### src/hw/rtl/lcs_pkg.sv
// Package for the looping command sequencer: item types, codes, sizes.
// No dependencies.
package lcs_pkg;

  localparam int MaxSteps   = 64;
  localparam int MaxNest    = 4;
  localparam int IdxW       = $clog2(MaxSteps);
  localparam int NestW      = $clog2(MaxNest);
  localparam int StepW      = 57;
  localparam logic [31:0] DefaultBudget = 32'd100000;
  localparam logic [13:0] RepeatMax     = 14'd16383;

  typedef enum logic [3:0] {
    OP_LOG = 4'd0, OP_CHAN = 4'd1, OP_SWEEP = 4'd2, OP_SCAN = 4'd3,
    OP_TX = 4'd4, OP_WAIT = 4'd5, OP_REPEAT = 4'd6, OP_END = 4'd7
  } op_t;

  localparam logic [1:0] ModeLoad  = 2'd0;
  localparam logic [1:0] ModeStart = 2'd1;
  localparam logic [1:0] ModeNext  = 2'd2;

  localparam logic [2:0] KChan = 3'd0;
  localparam logic [2:0] KScan = 3'd1;
  localparam logic [2:0] KTx   = 3'd2;
  localparam logic [2:0] KWait = 3'd3;
  localparam logic [2:0] KLog  = 3'd4;
  localparam logic [2:0] KDone = 3'd5;

  localparam logic [2:0] SOk     = 3'd0;
  localparam logic [2:0] SOpcode = 3'd1;
  localparam logic [2:0] SUnbal  = 3'd2;
  localparam logic [2:0] SNest   = 3'd3;
  localparam logic [2:0] SDenied = 3'd4;
  localparam logic [2:0] SAbort  = 3'd5;

  typedef enum logic [2:0] {
    ST_IDLE, ST_FETCH, ST_EXEC, ST_GRANT, ST_SWEEP
  } state_t;

  typedef struct packed {
    logic [1:0]  mode;
    logic [5:0]  step_index;
    logic [3:0]  step_op;
    logic [19:0] arg_a;
    logic [16:0] arg_b;
    logic [15:0] arg_c;
    logic [6:0]  step_total;
    logic [31:0] run_budget;
    logic        abort_now;
    logic        tx_granted;
  } in_item_t;

  typedef struct packed {
    logic [2:0]  cmd_kind;
    logic [19:0] cmd_value;
    logic [3:0]  tx_setting;
    logic [2:0]  run_status;
    logic [5:0]  failed_at;
    logic [31:0] executed_count;
    logic [31:0] frames_asked;
    logic [31:0] frames_allowed;
  } out_item_t;

endpackage

### src/hw/rtl/looping_command_sequencer_unit.sv
// Looping command sequencer top level.
// A next item visits steps, each fetched from program RAM, then executed, and
// registers the result strobe. A run may end at the fetch; a sweep pair's second
// command comes from the sweep state; a grant answer passes the grant state first.
// Load and start give no result. One item at a time; busy drops in the result cycle,
// the receiver cannot stall. Sync reset clears control; program memory stays undefined.
module looping_command_sequencer_unit (
  input  logic                 clk,
  input  logic                 rst,
  input  logic                 start,
  output logic                 busy,
  input  lcs_pkg::in_item_t    in_item,
  output logic                 result_valid,
  output lcs_pkg::out_item_t   result
);
  import lcs_pkg::*;

  state_t state, state_next;

  logic [IdxW:0]  pc, pc_next, plen;
  logic [31:0]    budget, budget_next;
  logic [NestW:0] depth, depth_next;
  logic [IdxW:0]  lstart [MaxNest];
  logic [13:0]    lrem   [MaxNest];
  logic           lpush, ldec;
  logic [3:0]     sch, sch_next;
  logic           sphase, sphase_next;
  logic [31:0]    steps, steps_next, freq, freq_next, fok, fok_next;
  logic           abort_q, grant_q;

  logic           rv_next;
  out_item_t      res_next;

  // program store
  logic [StepW-1:0] rd;
  logic [IdxW-1:0]  raddr;
  lcs_ram #(.Width(StepW), .Depth(MaxSteps)) u_prog (
    .clk(clk),
    .we(!busy && start && in_item.mode == ModeLoad),
    .waddr(in_item.step_index[IdxW-1:0]),
    .wdata({in_item.step_op, in_item.arg_a, in_item.arg_b, in_item.arg_c}),
    .raddr(raddr),
    .rdata(rd)
  );
  assign raddr = pc[IdxW-1:0];

  logic [3:0]  r_op;
  logic [19:0] r_a;
  logic [16:0] r_b;
  logic [15:0] r_c;
  assign {r_op, r_a, r_b, r_c} = rd;

  logic [3:0] last_ch;
  assign last_ch = (r_b > 17'd15) ? 4'd15 : r_b[3:0];

  logic [NestW-1:0] top;
  assign top = NestW'(depth - 1'b1);

  assign busy = (state != ST_IDLE);

  always_comb begin
    state_next = state; pc_next = pc; budget_next = budget; depth_next = depth;
    sch_next = sch; sphase_next = sphase; steps_next = steps;
    freq_next = freq; fok_next = fok;
    lpush = 1'b0; ldec = 1'b0;
    rv_next = 1'b0;
    res_next = '0;
    res_next.executed_count = steps;
    res_next.frames_asked   = freq;
    res_next.frames_allowed = fok;
    case (state)
      ST_IDLE: ;
      ST_GRANT: begin
        // pending transmit answered by this item's grant bit
        if (!grant_q) begin
          rv_next = 1'b1; res_next.cmd_kind = KDone; res_next.run_status = SDenied;
          res_next.failed_at = pc[5:0];
          state_next = ST_IDLE;
        end else begin
          fok_next = fok + 32'(r_b); pc_next = pc + 1'b1; state_next = ST_FETCH;
        end
      end
      ST_FETCH: begin
        // RAM read issued on pc; check terminations first
        if (pc >= plen || budget == '0) begin
          rv_next = 1'b1; res_next.cmd_kind = KDone; res_next.run_status = SOk;
          state_next = ST_IDLE;
        end else begin
          budget_next = budget - 1'b1;
          if (abort_q) begin
            rv_next = 1'b1; res_next.cmd_kind = KDone; res_next.run_status = SAbort;
            res_next.failed_at = pc[5:0];
            state_next = ST_IDLE;
          end else begin
            steps_next = steps + 1'b1;
            state_next = ST_EXEC;
          end
        end
      end
      ST_EXEC: begin
        res_next.executed_count = steps;
        state_next = ST_IDLE;
        case (r_op)
          OP_LOG: begin
            rv_next = 1'b1; res_next.cmd_kind = KLog;
            res_next.cmd_value = 20'(pc); pc_next = pc + 1'b1;
          end
          OP_CHAN: begin
            rv_next = 1'b1; res_next.cmd_kind = KChan; res_next.cmd_value = r_a;
            pc_next = pc + 1'b1;
          end
          OP_SCAN: begin
            rv_next = 1'b1; res_next.cmd_kind = KScan; res_next.cmd_value = r_a;
            pc_next = pc + 1'b1;
          end
          OP_WAIT: begin
            rv_next = 1'b1; res_next.cmd_kind = KWait; res_next.cmd_value = r_a;
            pc_next = pc + 1'b1;
          end
          OP_SWEEP: begin
            if (r_a > 20'(last_ch)) begin
              pc_next = pc + 1'b1; state_next = ST_FETCH;
            end else begin
              rv_next = 1'b1; res_next.cmd_kind = KChan; res_next.cmd_value = r_a;
              sch_next = r_a[3:0]; sphase_next = 1'b1;
            end
          end
          OP_TX: begin
            freq_next = freq + 32'(r_b);
            rv_next = 1'b1; res_next.cmd_kind = KTx; res_next.cmd_value = 20'(r_b);
            res_next.tx_setting = r_a[3:0];
            res_next.frames_asked = freq + 32'(r_b);
          end
          OP_REPEAT: begin
            if (depth >= (NestW+1)'(MaxNest)) begin
              rv_next = 1'b1; res_next.cmd_kind = KDone; res_next.run_status = SNest;
              res_next.failed_at = pc[5:0];
            end else begin
              lpush = 1'b1; depth_next = depth + 1'b1;
              pc_next = pc + 1'b1; state_next = ST_FETCH;
            end
          end
          OP_END: begin
            if (depth == '0) begin
              rv_next = 1'b1; res_next.cmd_kind = KDone; res_next.run_status = SUnbal;
              res_next.failed_at = pc[5:0];
            end else if (lrem[top] > 14'd1) begin
              ldec = 1'b1; pc_next = lstart[top]; state_next = ST_FETCH;
            end else begin
              depth_next = depth - 1'b1;
              pc_next = pc + 1'b1; state_next = ST_FETCH;
            end
          end
          default: begin
            rv_next = 1'b1; res_next.cmd_kind = KDone; res_next.run_status = SOpcode;
            res_next.failed_at = pc[5:0];
          end
        endcase
      end
      ST_SWEEP: begin
        // RAM holds the sweep step at pc
        rv_next = 1'b1; state_next = ST_IDLE;
        if (!sphase) begin
          res_next.cmd_kind = KChan; res_next.cmd_value = 20'(sch);
          sphase_next = 1'b1;
        end else begin
          res_next.cmd_kind = KScan; res_next.cmd_value = 20'(r_c);
          sphase_next = 1'b0;
          if (sch >= last_ch) pc_next = pc + 1'b1;
          else sch_next = sch + 1'b1;
        end
      end
      default: state_next = ST_IDLE;
    endcase
  end

  // run-level flags kept beside the FSM
  logic running, sweeping, awaiting;

  always_ff @(posedge clk) begin
    if (rst) begin
      state <= ST_IDLE; pc <= '0; plen <= '0; budget <= '0; depth <= '0;
      sch <= '0; sphase <= 1'b0; steps <= '0; freq <= '0; fok <= '0;
      running <= 1'b0; sweeping <= 1'b0; awaiting <= 1'b0;
      result_valid <= 1'b0; abort_q <= 1'b0; grant_q <= 1'b0;
    end else begin
      result_valid <= rv_next;
      if (state != ST_IDLE) begin
        state <= state_next; pc <= pc_next; budget <= budget_next;
        depth <= depth_next; sch <= sch_next; sphase <= sphase_next;
        steps <= steps_next; freq <= freq_next; fok <= fok_next;
        if (state == ST_EXEC && r_op == OP_TX) awaiting <= 1'b1;
        if (state == ST_EXEC && r_op == OP_SWEEP && rv_next) sweeping <= 1'b1;
        if (state == ST_SWEEP && sphase && sch >= last_ch) sweeping <= 1'b0;
        if (rv_next && res_next.cmd_kind == KDone) running <= 1'b0;
      end else if (start) begin
        abort_q <= in_item.abort_now;
        grant_q <= in_item.tx_granted;
        if (in_item.mode == ModeStart) begin
          plen <= (in_item.step_total > 7'(MaxSteps)) ? (IdxW+1)'(MaxSteps)
                                                     : (IdxW+1)'(in_item.step_total);
          budget <= (in_item.run_budget == '0) ? DefaultBudget : in_item.run_budget;
          pc <= '0; depth <= '0; sch <= '0; sphase <= 1'b0;
          steps <= '0; freq <= '0; fok <= '0;
          running <= 1'b1; sweeping <= 1'b0; awaiting <= 1'b0;
        end else if (in_item.mode == ModeNext && running) begin
          if (awaiting) begin
            awaiting <= 1'b0; state <= ST_GRANT;
          end else if (sweeping) state <= ST_SWEEP;
          else state <= ST_FETCH;
        end
      end
    end
  end

  // result register
  always_ff @(posedge clk) begin
    result <= res_next;
  end

  // loop stack
  always_ff @(posedge clk) begin
    if (state == ST_EXEC) begin
      if (lpush) begin
        lstart[depth[NestW-1:0]] <= pc + 1'b1;
        lrem[depth[NestW-1:0]]   <= (r_a > 20'(RepeatMax)) ? RepeatMax : r_a[13:0];
      end
      if (ldec) lrem[top] <= lrem[top] - 1'b1;
    end
  end
endmodule

### src/hw/rtl/lcs_ram.sv
// Generic single-port-write, one-read RAM with registered read data.
// No dependencies.
module lcs_ram #(
  parameter int Width = 8,
  parameter int Depth = 16
) (
  input  logic                     clk,
  input  logic                     we,
  input  logic [$clog2(Depth)-1:0] waddr,
  input  logic [Width-1:0]         wdata,
  input  logic [$clog2(Depth)-1:0] raddr,
  output logic [Width-1:0]         rdata
);
  logic [Width-1:0] mem [Depth];

  always_ff @(posedge clk) begin
    if (we) mem[waddr] <= wdata;
    rdata <= mem[raddr];
  end
endmodule

### config.mk
export PLATFORM = sky130hd
export DESIGN_NAME = looping_command_sequencer_unit
export DESIGN_NICKNAME = d
export VERILOG_FILES = /design/src/hw/rtl/lcs_pkg.sv /design/src/hw/rtl/looping_command_sequencer_unit.sv /design/src/hw/rtl/lcs_ram.sv
export SDC_FILE = /design/constraint.sdc
export NUM_CORES = 2
export LEC_CHECK = 0
export BUFFER_PORTS_ARGS = -buffer_cell sky130_fd_sc_hd__buf_2
export CAP_MARGIN = 20
export CORE_ASPECT_RATIO = 0.9
export CORE_UTILIZATION = 52
export DETAILED_ROUTE_END_ITERATION = 6
export PLACE_DENSITY_LB_ADDON = 0.12
export RECOVER_POWER = 50
export SYNTH_ARGS = -nofsm -noshare
export SYNTH_HDL_FRONTEND = slang
export SYNTH_SLANG_ARGS = --single-unit
export TNS_END_PERCENT = 30
### constraint.sdc
create_clock -name clk -period 9.65 [get_ports clk]
set_clock_uncertainty 0.15 [all_clocks]
set_input_delay 1.93 -clock clk [delete_from_list [all_inputs] [get_ports clk]]
set_output_delay 1.93 -clock clk [all_outputs]
set_load 0.05 [all_outputs]
Yosys cells after proc, flatten, opt, wreduce, memory -nomap -nowiden

Memories as Yosys holds them, arrays and structs flattened. A register that Yosys moved wholly into a read port is not among the register bits.
Index checks and enable logic that the tools add are counted.

Flip-flop bits (word level): 291
RAM bits: 3732
Word-level logic and storage cells: 255
Memories kept: 3

$add $sub $neg: 9
$lt $le $gt $ge: 8
Equal/unequal tests: 41
Mux-type cells: 128
Bitwise logic cells: 1
Reductions and logical operators: 41

Memory list:

| memory     | depth | bits a word | rd ports | clocked after memory_dff | wr ports | line                                 | source |
|---|---|---|---|---|---|---|---|
| u_prog.mem | 64    | 57          | 1        | 1                        | 1        | lcs_ram.sv:14                        | `logic [Width-1:0] mem [Depth];` |
| lrem       | 4     | 14          | 1        | 0                        | 1        | looping_command_sequencer_unit.sv:24 | `logic [13:0] lrem [MaxNest];` |
| lstart     | 4     | 7           | 1        | 0                        | 1        | looping_command_sequencer_unit.sv:23 | `logic [IdxW:0] lstart [MaxNest];` |

Operator list:

| operator              | number |
|---|---|
| $mux 32               | 19 |
| $pmux 20 s4           | 1 |
| $mux 7                | 11 |
| $add 32x17->32        | 2 |
| $logic_not 32->1      | 2 |
| $mux 3                | 20 |
| $mux 1                | 44 |
| $pmux 20 s2           | 1 |
| $add 32x1->32 const B | 1 |
| $mux 4                | 8 |
| $sub 32x1->32 const B | 1 |
| $mux 14               | 2 |
| $pmux 7 s4            | 1 |
| $pmux 9 s3            | 1 |
| $pmux 3 s4            | 2 |
| $pmux 3 s8            | 1 |
| $pmux 8 s3            | 1 |
| $mux 21               | 1 |
| $ne 3x3->1 const B    | 7 |
| $pmux 7 s3            | 1 |
| $gt 20x14->1 const B  | 1 |
| $gt 20x4->1           | 1 |
| $mux 20               | 1 |
| $mux 9                | 2 |
| other kinds (53)      | 96 |

Logic depth before layout (Yosys ltp)

An unclocked memory read counts as a cell.

Word-level depth: 12
Depth in mapped cells: 20
Mapped depth without buffers: 12

By module

Synthesis repeated with hierarchy kept, for this count alone.

Cell total of the unflattened synthesis: 7699
Area total of the unflattened synthesis: 156906.7 µm²

Modules (own cells, without submodules):

| module                         | instances | cells an instance | area each (µm²) |
|---|---|---|---|
| lcs_ram                        | 1         | 5844              | 139412.5 |
| looping_command_sequencer_unit | 1         | 1855              | 17494.3 |

Least setup slack after synthesis

OpenSTA, ideal clock, no wires.

Path type: in2reg
Start: input in_item[104] (netlist name)
End: memory u_prog.mem[31][0] (netlist name) (enable)
Arrival time: 5.278 ns
Slack: 3.750 ns
Cell stages on the path: 4
Buffers on the path: 0
Cells stage by stage: nand2b_1 nor4b_1 nand3_1 nor2_1

Cells in the longest elaborated chain, start to end: 4

RTL lines:

| item                         | line                                 | source |
|---|---|---|
| start, declared              | looping_command_sequencer_unit.sv:12 | `input lcs_pkg::in_item_t in_item,` |
| $logic_not 2->1              | looping_command_sequencer_unit.sv:39 | `.we(!busy && start && in_item.mode == ModeLoad),` |
| $logic_and 1x1->1            | looping_command_sequencer_unit.sv:39 |  |
| $mux 1                       | lcs_ram.sv:17                        | `if (we) mem[waddr] <= wdata;` |
| $mux 1 (implied by the code) | lcs_ram.sv:17                        |  |
| end, declared                | lcs_ram.sv:14                        |  |

No other way between the ends.

Worst setup path after layout

Start: register state[1]
End: register budget[9]

Cells in the longest elaborated chain, start to end: 3

RTL lines:

| item                                               | line                                                                        | source |
|---|---|---|
| start, declared                                    | looping_command_sequencer_unit.sv:18                                        | `state_t state, state_next;` |
| start signal, assigned                             | looping_command_sequencer_unit.sv:189                                       | `state <= state_next; pc <= pc_next; budget <= budget_next;` |
| $eq 3x1->1 or $reduce_bool 3->1 (tied branches)    | looping_command_sequencer_unit.sv:71, looping_command_sequencer_unit.sv:188 |  |
| $ne 2x1->1 (no line), or another cell as far along | --                                                                          |  |
| $reduce_and 4->1 (no line)                         | --                                                                          |  |
| end signal, assigned                               | looping_command_sequencer_unit.sv:189                                       |  |
| end signal, assigned                               | looping_command_sequencer_unit.sv:202                                       | `budget <= (in_item.run_budget == '0) ? DefaultBudget : in_item.run_budget;` |
| end, declared                                      | looping_command_sequencer_unit.sv:21                                        | `logic [31:0] budget, budget_next;` |

Several ways; a longest one is shown, not always the timed one.
A chain may end at the register's enable or synchronous reset.

==> results_dict.tcl <==
set metrics [dict create \
    track_usage_pct 27.5 \
    whs_path_depth 0 \
    hold_path_startpoint "steps[14]" \
    cp_top_family "buffers and inverters" \
    hold_path_class "flop to flop" \
    cts_tree "yes" \
    cts_setup_buffers 0 \
    ys_seq_area_share_pct 75.8 \
    grt_max_degree 125 \
    clk_path_buf_depth 4 \
    route.detailed.drc 5 \
    drt-initial-drc-count 9859 \
    critPathBufInv 2 \
    num-fill-cells 21500 \
    min_to "result[78]" \
    tns_ns 0 \
    die_x_um 581 \
    path_clk_slew_ns 0.07 \
    placed_area_sq_mm 0.164 \
    grt_pass1_wl_um 587000 \
    hold_viol_final 0 \
    finish.utilization_pct 59.0 \
    path_class "flop to flop" \
    setup_violations 0 \
    final_cell_area_sq_mm 0.177 \
    max_stage_delay_ns 2.40 \
    drt-total-wl_um 419000 \
    via_per_inst 6.52 \
    r2r_end "budget[9]" \
    placement.io_buffers 242 \
    drive_gt1_share_pct 27.8 \
    grt_pass1_vias 75900 \
    cts-root-buf "clkbuf_16" \
    multi_input_area_sq_mm 0.0369 \
    die-area_sq_mm 0.304 \
    peakVddDrop_uv 168 \
    ys_ff_latch 4080 \
    grt-ovfl-total 0 \
    rsz0062_at_grt "no" \
    clock-sinks 4080 \
    regArea_sq_mm 0.119 \
    wl_per_cell_um 35.0 \
    failed_checks "DRC, capacitance limit, slew limit" \
    yosys_warnings 0 \
    cts_made_buffers 403 \
    async_flop_share_pct 0 \
    core-area_sq_mm 0.301 \
    gp_congestion 0.844 \
    clk_latency_ns 0.95 \
    whs_ns 0.207 \
    dp_hpwl_um 246000 \
    cp.required_ns 10.32 \
    ys.flop_type "edfxtp_1" \
    worstPathMaxFanout 65 \
    core.rowCount 191 \
    reg2reg_slack_ns 2.45 \
    final_cell_mix "3732 x edfxtp_1, 1214 x mux4_2, 414 x clkbuf_16, 344 x dfxtp_1, 279 x clkbuf_1" \
    max_freq_mhz 139 \
    cts.htree.levels 5 \
    cts.repair.resized 0 \
    min_period_over_period_pct 74.6 \
    syn_area_per_cell_sq_um 21.9 \
    vias 78100 \
    leakagePower_nw 53.8 \
    syn-num-nets 7334 \
    first_pass_iters 7 \
    relSlewSlack_pct -165 \
    cp_cell_sequence "nor3_4 -> clkbuf_1 -> nand2_1 -> clkbuf_1 -> nand2_1 -> a221oi_1" \
    outcome "finished with violations" \
    power_density_mw_per_mm2 204 \
    pin_count 243 \
    crit_arrival_ns 7.87 \
    setup.worst_path.start_class "flop" \
    crit_path_end_kind "flop" \
    layout_commonest_cell "edfxtp_1" \
    slew_violations 3815 \
    drv_cap 63 \
    start_util_pct 52.3 \
    antenna_found_initial 29 \
    synth-edff-count 3732 \
    ant_nets 0 \
    timing.rr.start "state[1]" \
    cts_hold_buf 0 \
    synth_cells 7165 \
    slowest_stage "clkbuf_1" \
    syn_area_sq_mm 0.157 \
    fin_crit_ns 7.20 \
    r2r_cells 6 \
    ys_types 90 \
    syn_to_final_growth_pct 12.8 \
    die_y_um 523 \
    cp_num_cells 6 \
    layout.nets 7819 \
    worstMarginPinSlew_ns 3.97 \
]
==> cells by family after synthesis <==
family / Yosys count / share of synthesized area, %
AND/OR/NAND/NOR: 796 / 2.50
buffers and inverters: 436 / 1.08
adder cells (fa/ha/maj): 60 / 0.487
XOR/XNOR: 58 / 0.323
flip-flops: 4080 / 75.8
multiplexers: 1251 / 17.7
AO/OA/AOI/OAI: 484 / 2.17
==> layout make-up <==
cell class                 count  share of cell area [%]
clock buffer                 522                    6.20
inverter                      48                   0.102
tap                         3956                    2.79
timing repair buffer         468                    1.55
multi-input combinational   2649                    20.8
clock inverter               231                    1.35
sequential                  4080                    67.2
antenna                       14                  0.0198
==> layer usage <==
layer	routed length [um]	up-vias	share of wire (%)	track usage (%)
li1	-	31400	-	-
met1	176000	42100	42	41.9
met2	194000	3975	46	41.7
met3	38600	557	9.2	4.60
met4	10600	4	2.5	7.11
met5	32	-	0.0076	0
==> worst max path at each step <==
| stage | start | end | slack, ns |
|---|---|---|---|
| global placement | in_item[104] | u_prog.mem[25][46] | 3.36 |
| floorplan | in_item[104] | u_prog.mem[31][0] | 3.75 |
| CTS | state[1] | u_prog.mem[60][35] | 4.22 |
| detailed placement | in_item[104] | u_prog.mem[60][12] | 3.87 |
| finish | state[1] | budget[9] | 2.45 |
| global route | state[1] | budget[28] | 2.03 |
==> sequential cells by signal, indices dropped and copies added, names as in the netlist, 4 cells and up <==
register,count
pc,7
u_prog.rdata,57
fok,32
lstart,28
plen,7
sch,4
budget,32
result,132
steps,32
lrem,56
freq,32
u_prog.mem,3648
==> cells in the mapped netlist, types with 10 or more instances <==
cell / instances / area share (%)
nand4_1: 37 / 0.15
o2111ai_1: 18 / 0.10
nand2b_1: 12 / 0.048
edfxtp_1: 3732 / 71
dfxtp_1: 348 / 4.4
buf_1: 113 / 0.27
o32ai_1: 12 / 0.067
clkbuf_1: 253 / 0.60
a21o_1: 31 / 0.15
nand3_1: 69 / 0.22
a31o_2: 11 / 0.061
inv_1: 47 / 0.11
and2_1: 24 / 0.096
nor2b_1: 16 / 0.064
o22ai_1: 17 / 0.068
nor3b_1: 13 / 0.062
mux4_2: 1214 / 17
o31ai_1: 11 / 0.053
nand3b_1: 10 / 0.048
a22oi_1: 19 / 0.091
a22o_1: 11 / 0.061
a2111o_1: 12 / 0.086
nor2_1: 182 / 0.43
nand2_1: 231 / 0.55
o211ai_1: 13 / 0.062
o21ai_0: 65 / 0.21
mux2i_1: 30 / 0.19
or3_1: 12 / 0.048
and3_1: 32 / 0.13
buf_2: 17 / 0.054
xnor2_1: 35 / 0.20
nor4_1: 31 / 0.12
xor2_1: 23 / 0.13
or2_2: 31 / 0.12
nor3_1: 57 / 0.18
a31oi_1: 16 / 0.064
a21oi_1: 111 / 0.35
ha_1: 58 / 0.46
o21a_1: 10 / 0.048
o31a_1: 13 / 0.072
a211oi_1: 19 / 0.091
==> power by group <==
| part | internal [mW] | total (mW) | switching (mW) | leakage [nW] |
|---|---|---|---|---|
| logic | 0.214 | 0.856 | 0.642 | 11.0 |
| registers | 19.4 | 19.5 | 0.0989 | 36.3 |
| clock network | 9.18 | 15.9 | 6.69 | 6.58 |
==> worst reg2reg max path, delay by kind of cell, from the launching register on <==
family / cells / cell delay (ns)
AND/OR/NAND/NOR: 3 / 2.28
AO/OA/AOI/OAI: 1 / 0.56
flip-flops: 1 / 0.83
buffers and inverters: 2 / 3.26
==> metrics by stage <==
step	cells	setup slack (ns)	power, mW
global placement	11200	3.36	20.6
detailed placement	11200	3.87	20.7
floorplan	7165	3.75	20.1
CTS	11900	4.22	36.4
global route	12000	2.03	37.1
finish	12000	2.45	36.2
Note: power is estimated with default switching activity, not from simulation.
